**src/rtl/note_dispenser_greedy_stock_unit_defines.svh**
```systemverilog
// Assertion helpers for the note dispenser.
// Both sample on clk and are off while rst_n is low.
`ifndef NOTE_DISPENSER_GREEDY_STOCK_UNIT_DEFINES_SVH
`define NOTE_DISPENSER_GREEDY_STOCK_UNIT_DEFINES_SVH

// Consequent must hold in the same cycle as the antecedent.
`define NDGS_ASSERT_NOW(label, ante, cons) \
  label: assert property (@(posedge clk) disable iff (!rst_n) (ante) |-> (cons)) \
    else $error("note dispenser: same-cycle check failed");

// Consequent must hold in the cycle after the antecedent.
`define NDGS_ASSERT_NEXT(label, ante, cons) \
  label: assert property (@(posedge clk) disable iff (!rst_n) (ante) |=> (cons)) \
    else $error("note dispenser: next-cycle check failed");

`endif

```
**src/rtl/ndgs_pkg.sv**
```systemverilog
package ndgs_pkg;

  localparam int NUM_DENOMS  = 7;
  localparam int COUNT_WIDTH = 16;
  localparam int DEN_W       = $clog2(NUM_DENOMS);
  localparam int VAL_W       = 7;
  localparam int PROD_W      = COUNT_WIDTH + VAL_W;
  localparam int DATA_W      = 32;
  localparam int RECIP_W     = 32;
  localparam int RECIP_SHIFT = 31;
  localparam int CMD_W       = 3;
  localparam int IDX_W       = 3;

  localparam logic [CMD_W-1:0] CMD_BALANCE  = CMD_W'(0);
  localparam logic [CMD_W-1:0] CMD_DEPOSIT  = CMD_W'(1);
  localparam logic [CMD_W-1:0] CMD_WITHDRAW = CMD_W'(2);
  localparam logic [CMD_W-1:0] CMD_REFILL   = CMD_W'(3);
  localparam logic [CMD_W-1:0] CMD_VAULT    = CMD_W'(4);

  localparam logic [DATA_W-1:0] MIN_BALANCE_RST = DATA_W'(100);

  typedef enum logic [2:0] {
    ST_OK        = 3'd0,
    ST_INVALID   = 3'd1,
    ST_NO_FUNDS  = 3'd2,
    ST_BELOW_MIN = 3'd3,
    ST_PARTIAL   = 3'd4,
    ST_SATURATED = 3'd5
  } status_t;

  typedef enum logic [1:0] {
    KIND_SIMPLE,
    KIND_ADD,
    KIND_WDRAW
  } kind_t;

  typedef struct packed {
    logic load;
    logic decode;
    logic add_stock;
    logic add_credit;
    logic w_mul;
    logic w_quo;
    logic w_fix;
    logic w_done;
    logic vault_step;
    logic emit;
    logic den_clr;
    logic den_inc;
    logic den_load;
    logic acc_clr;
  } dp_cmd_t;

  typedef struct packed {
    kind_t kind;
    logic  wd_item;
    logic  den_last;
  } dp_stat_t;

  // note value per index, largest first
  function automatic logic [VAL_W-1:0] note_value(input logic [DEN_W-1:0] i);
    logic [VAL_W-1:0] v;
    case (i)
      DEN_W'(0): v = VAL_W'(100);
      DEN_W'(1): v = VAL_W'(50);
      DEN_W'(2): v = VAL_W'(20);
      DEN_W'(3): v = VAL_W'(10);
      DEN_W'(4): v = VAL_W'(5);
      DEN_W'(5): v = VAL_W'(2);
      default:   v = VAL_W'(1);
    endcase
    return v;
  endfunction

  // floor(2^RECIP_SHIFT / value), quotient estimate is at most one low
  function automatic logic [RECIP_W-1:0] note_recip(input logic [DEN_W-1:0] i);
    logic [RECIP_W-1:0] r;
    case (i)
      DEN_W'(0): r = RECIP_W'(21474836);
      DEN_W'(1): r = RECIP_W'(42949672);
      DEN_W'(2): r = RECIP_W'(107374182);
      DEN_W'(3): r = RECIP_W'(214748364);
      DEN_W'(4): r = RECIP_W'(429496729);
      DEN_W'(5): r = RECIP_W'(1073741824);
      default:   r = RECIP_W'(2147483648);
    endcase
    return r;
  endfunction

endpackage

```
**src/rtl/ndgs_ctrl.sv**
```systemverilog
module ndgs_ctrl
  import ndgs_pkg::*;
(
  input  logic     clk,
  input  logic     rst_n,
  input  logic     start,
  output logic     busy,
  input  dp_stat_t stat,
  output dp_cmd_t  cmd
);

  typedef enum logic [3:0] {
    S_IDLE,
    S_DECODE,
    S_ADD1,
    S_ADD2,
    S_WMUL,
    S_WQUO,
    S_WFIX,
    S_WDONE,
    S_VAULT,
    S_EMIT
  } state_t;

  state_t state_r;
  state_t state_nxt;
  logic   busy_r;

  always_comb begin
    state_nxt = state_r;
    cmd       = '0;
    unique case (state_r)
      S_IDLE: begin
        if (start && !busy_r) begin
          cmd.load  = 1'b1;
          state_nxt = S_DECODE;
        end
      end
      S_DECODE: begin
        cmd.decode  = 1'b1;
        cmd.acc_clr = 1'b1;
        unique case (stat.kind)
          KIND_ADD: begin
            cmd.den_load = 1'b1;
            state_nxt    = S_ADD1;
          end
          KIND_WDRAW: begin
            cmd.den_clr = 1'b1;
            state_nxt   = S_WMUL;
          end
          default: begin
            cmd.den_clr = 1'b1;
            state_nxt   = S_VAULT;
          end
        endcase
      end
      S_ADD1: begin
        cmd.add_stock = 1'b1;
        state_nxt     = S_ADD2;
      end
      S_ADD2: begin
        cmd.add_credit = 1'b1;
        cmd.den_clr    = 1'b1;
        cmd.acc_clr    = 1'b1;
        state_nxt      = S_VAULT;
      end
      S_WMUL: begin
        cmd.w_mul = 1'b1;
        state_nxt = S_WQUO;
      end
      S_WQUO: begin
        cmd.w_quo = 1'b1;
        state_nxt = S_WFIX;
      end
      S_WFIX: begin
        cmd.w_fix = 1'b1;
        if (stat.den_last) begin
          state_nxt = S_WDONE;
        end else begin
          cmd.den_inc = 1'b1;
          state_nxt   = S_WMUL;
        end
      end
      S_WDONE: begin
        cmd.w_done  = 1'b1;
        cmd.den_clr = 1'b1;
        cmd.acc_clr = 1'b1;
        state_nxt   = S_VAULT;
      end
      S_VAULT: begin
        cmd.vault_step = 1'b1;
        if (stat.den_last) begin
          cmd.den_clr = 1'b1;
          state_nxt   = S_EMIT;
        end else begin
          cmd.den_inc = 1'b1;
        end
      end
      S_EMIT: begin
        cmd.emit = 1'b1;
        if (!stat.wd_item || stat.den_last) begin
          state_nxt = S_IDLE;
        end else begin
          cmd.den_inc = 1'b1;
        end
      end
      default: begin
        state_nxt = S_IDLE;
      end
    endcase
  end

  always_ff @(posedge clk) begin
    if (!rst_n) begin
      state_r <= S_IDLE;
      busy_r  <= 1'b0;
    end else begin
      state_r <= state_nxt;
      busy_r  <= (state_nxt != S_IDLE);
    end
  end

  assign busy = busy_r;

endmodule

```
**config.mk**
```make
export PLATFORM = sky130hd
export DESIGN_NAME = ndgs_ctrl
export DESIGN_NICKNAME = d
export VERILOG_FILES = /design/src/rtl/note_dispenser_greedy_stock_unit_defines.svh /design/src/rtl/ndgs_pkg.sv /design/src/rtl/ndgs_ctrl.sv
export SDC_FILE = /design/constraint.sdc
export NUM_CORES = 1
export LEC_CHECK = 0
export ABC_AREA = 1
export BUFFER_PORTS_ARGS = -buffer_cell sky130_fd_sc_hd__buf_2
export CORE_AREA = 2 2 39 41
export CTS_CLUSTER_DIAMETER = 80
export DETAILED_ROUTE_END_ITERATION = 16
export DIE_AREA = 0 0 41 43
export PLACE_DENSITY = 0.6
export SETUP_SLACK_MARGIN = 0.4
export SLEW_MARGIN = 20
export SYNTH_ARGS = -nofsm -noshare
export SYNTH_HDL_FRONTEND = slang
export SYNTH_SLANG_ARGS = --single-unit
```
**constraint.sdc**
```tcl
create_clock -name clk -period 1.3 [get_ports clk]
set_input_delay 0.26 -clock clk [delete_from_list [all_inputs] [get_ports clk]]
set_output_delay 0.26 -clock clk [all_outputs]
set_load 0.05 [all_outputs]
```
==> flow_summary.toml <==
[cells_and_area]
post-route-util_pct = 93.9
finalNonFillerCells = 143
n_antenna_cell = 0
seq_area_sq_um = 119
multi_input_area_sq_um = 552
final_nets = 138
drive_gt1_share_pct = 80.3
fin_area_sq_um = 1300
fillCellCount = 40
syn_to_final_growth_pct = 201

[yosys]
ys_types = 16
synth_edf_count = 0
synth_warnings = 0
yosysTopAreaCell = "dfxtp_1"
synth-async-reset-ratio_pct = 0
synth_common_cells = "inv_1, nor2_1, nand2_1"
avgSynthCellArea_sq_um = 5.61
synth_area_leaders = "dfxtp_1, inv_1, nor2_1, nand2_1, ha_1"
synth.top_cell.area_share_pct = 23.2
ys.flop_type = "dfxtp_1"
synth_area_sq_um = 432
synth_nets = 87
ys_ff_latch = 5
syn_inst = 77
synth_most_common_cell = "inv_1"
ys_seq_area_share_pct = 23.2

[clock_network]
cts_buffer_depth = 2
hold_buffers = 0
numCtsBuffers = 3
clock_sinks = 5
clk_pin_slew_ns = 0.05
root_buffer = "clkbuf_4"
cts.htree.levels = 1
clk_latency_ns = 0.24
cts_tree = "yes"

[job]
maxCapViolations = 0

[timing]
relSlewSlack_pct = 84.1
tightest_slew_ns = 0.237
fin_tns_setup_ns = -2.87
timing.hold.ws_ns = 0.293
rsz0062_at_grt = "true"
skew_ns = 0.00521
finalCritPeriodShare_pct = 124
hold_viol = 0
setup_viol = 17
period_needed_ns = 1.61
drv_slew = 0
timing.fmax_mhz = 620
fin_ws_ns = -0.312

[critical_path]
arrival_ns = 1.35
rr_startpoint = "state_r[3]"
cp-endpoint = "cmd[2]"
cp_cell_sequence = "inv_6 > nor2_4 > nand2_4 > clkinvlp_4 > o21ai_2 > nand2_4 > buf_8"
slowest_delay_ns = 0.37
critPathMostFrequentCell = "nand2_4"
critPathCaptureType = "output pin"
r2r_cells = 9
startpoint_type = "flop"
cpMaxStageDelayCell = "dfxtp_4"
crit_start = "state_r[3]"
crit_type = "flop to output pin"
crit_required_ns = 1.04
cp_max_fo = 4
reg2reg_slack_ns = -0.14
r2r_end = "busy"

[floorplan]
rows = 14
pin_count = 22
fp.dieArea_sq_um = 1760
coreArea_sq_um = 1380
die_w_microns = 41
die_h_microns = 43
initial_core_util_pct = 31.2

[drt]
routedWlPerCell_microns = 18.8
viasPerCell = 5.39
drt-total-wl_microns = 2680
drt.antenna.violating_nets = 0
dr.pass1.iters = 4
vias = 771
top_layer = "met4"
wl_met1_microns = 1010
met3WireLength_microns = 108
drc_errors = 0
wl_met2_microns = 1400
drt_iter0_markers = 22

[placement]
dp_hpwl_microns = 1130
placedInstanceArea_sq_um = 791
gp_congestion = 0.813
placed_cells = 127
io_buffers = 21

[global_routing]
grt_overflow = 0
grt_pass1_wl_microns = 2570
grt_pass1_vias = 660
grt_max_degree = 6
antenna_found_initial = 0
grt_util_all_layers_pct = 21.8

[power_and_ir_drop]
p_leak_nw = 0.627
power_density_nw_per_um2 = 1370
vdd_ir_drop_max_v = 0.000985

[outcome]
failed_checks = "setup timing"
run_status = "complete, but fails checks"

[min_path]
whs_path_depth = 3
hold_path_class = "input port to flop"
layout make-up:
type                    instances  share of cell area (%)
well taps                      16                    1.54
clock buffers                   4                    2.02
repair buffers                 46                    36.8
multi-input cells              52                    42.5
inverters                      20                    8.00
flip-flops and latches          5                    9.15
state kept, by name (all words and copies together) (netlist names):
signal	count
state_r	4
busy	1
how the worst min path moves through the flow:
stage / endpoint / from / slack (ns)
2_1_floorplan: state_r[3] / rst_n / 0.38
3_3_place_gp: state_r[3] / rst_n / 0.50
3_5_place_dp: state_r[3] / rst_n / 0.50
4_1_cts: state_r[3] / rst_n / 0.25
5_1_grt: state_r[3] / rst_n / 0.30
6_report: state_r[3] / rst_n / 0.29
worst max-delay path: cells and delay by family (launching register included):
| family | cells | cell delay [ns] |
|---|---|---|
| AO/OA/AOI/OAI | 1 | 0.16 |
| AND/OR/NAND/NOR | 3 | 0.23 |
| flip-flops | 1 | 0.37 |
| buffers and inverters | 3 | 0.35 |
logic make-up after synthesis:
logic type,count (synthesis),share of synthesized area [%]
adders and majority gates,3,8.70
buffers and inverters,20,17.4
AOI/OAI and AO/OA,6,8.99
DFF,5,23.2
and+or+nand+nor,43,41.7
report_power, final:
part	internal, mW	switching (mW)	total (mW)
Combinational	0.557	0.776	1.33
Sequential	0.204	0.0658	0.269
Clock	0.116	0.0620	0.178
placed cells by master, fill, tap and decap left out, drive strengths merged:
master    count
a21oi         1
a31oi         1
buf          46
clkbuf        4
clkinvlp      3
dfxtp         5
ha            3
inv          17
nand2        16
nand3         6
nand4         1
nor2         19
nor3          1
o21ai         1
o21bai        1
o221ai        1
o22ai         1
layer usage:
metal  vias up  global-route usage, %
met2        47                   42.2
met3        14                   1.57
li1        340                      -
met1       370                   20.3
met4         0                   10.7
met5         -                      0
per-stage QoR:
stage / worst slack (ns) / power, mW
after global placement: -0.101 / 0.995
after detailed placement: -0.0836 / 1.00
after global routing: -0.349 / 1.84
after CTS: -0.235 / 1.46
final: -0.312 / 1.78
after floorplan: -0.163 / 0.799
timing repair:
action	CTS	global route
gates resized for setup	61	42
buffers inserted	4	8
pin swaps	11	13
endpoints found under the setup margin	20	20
No activity file was read; power rests on OpenSTA's default activity.
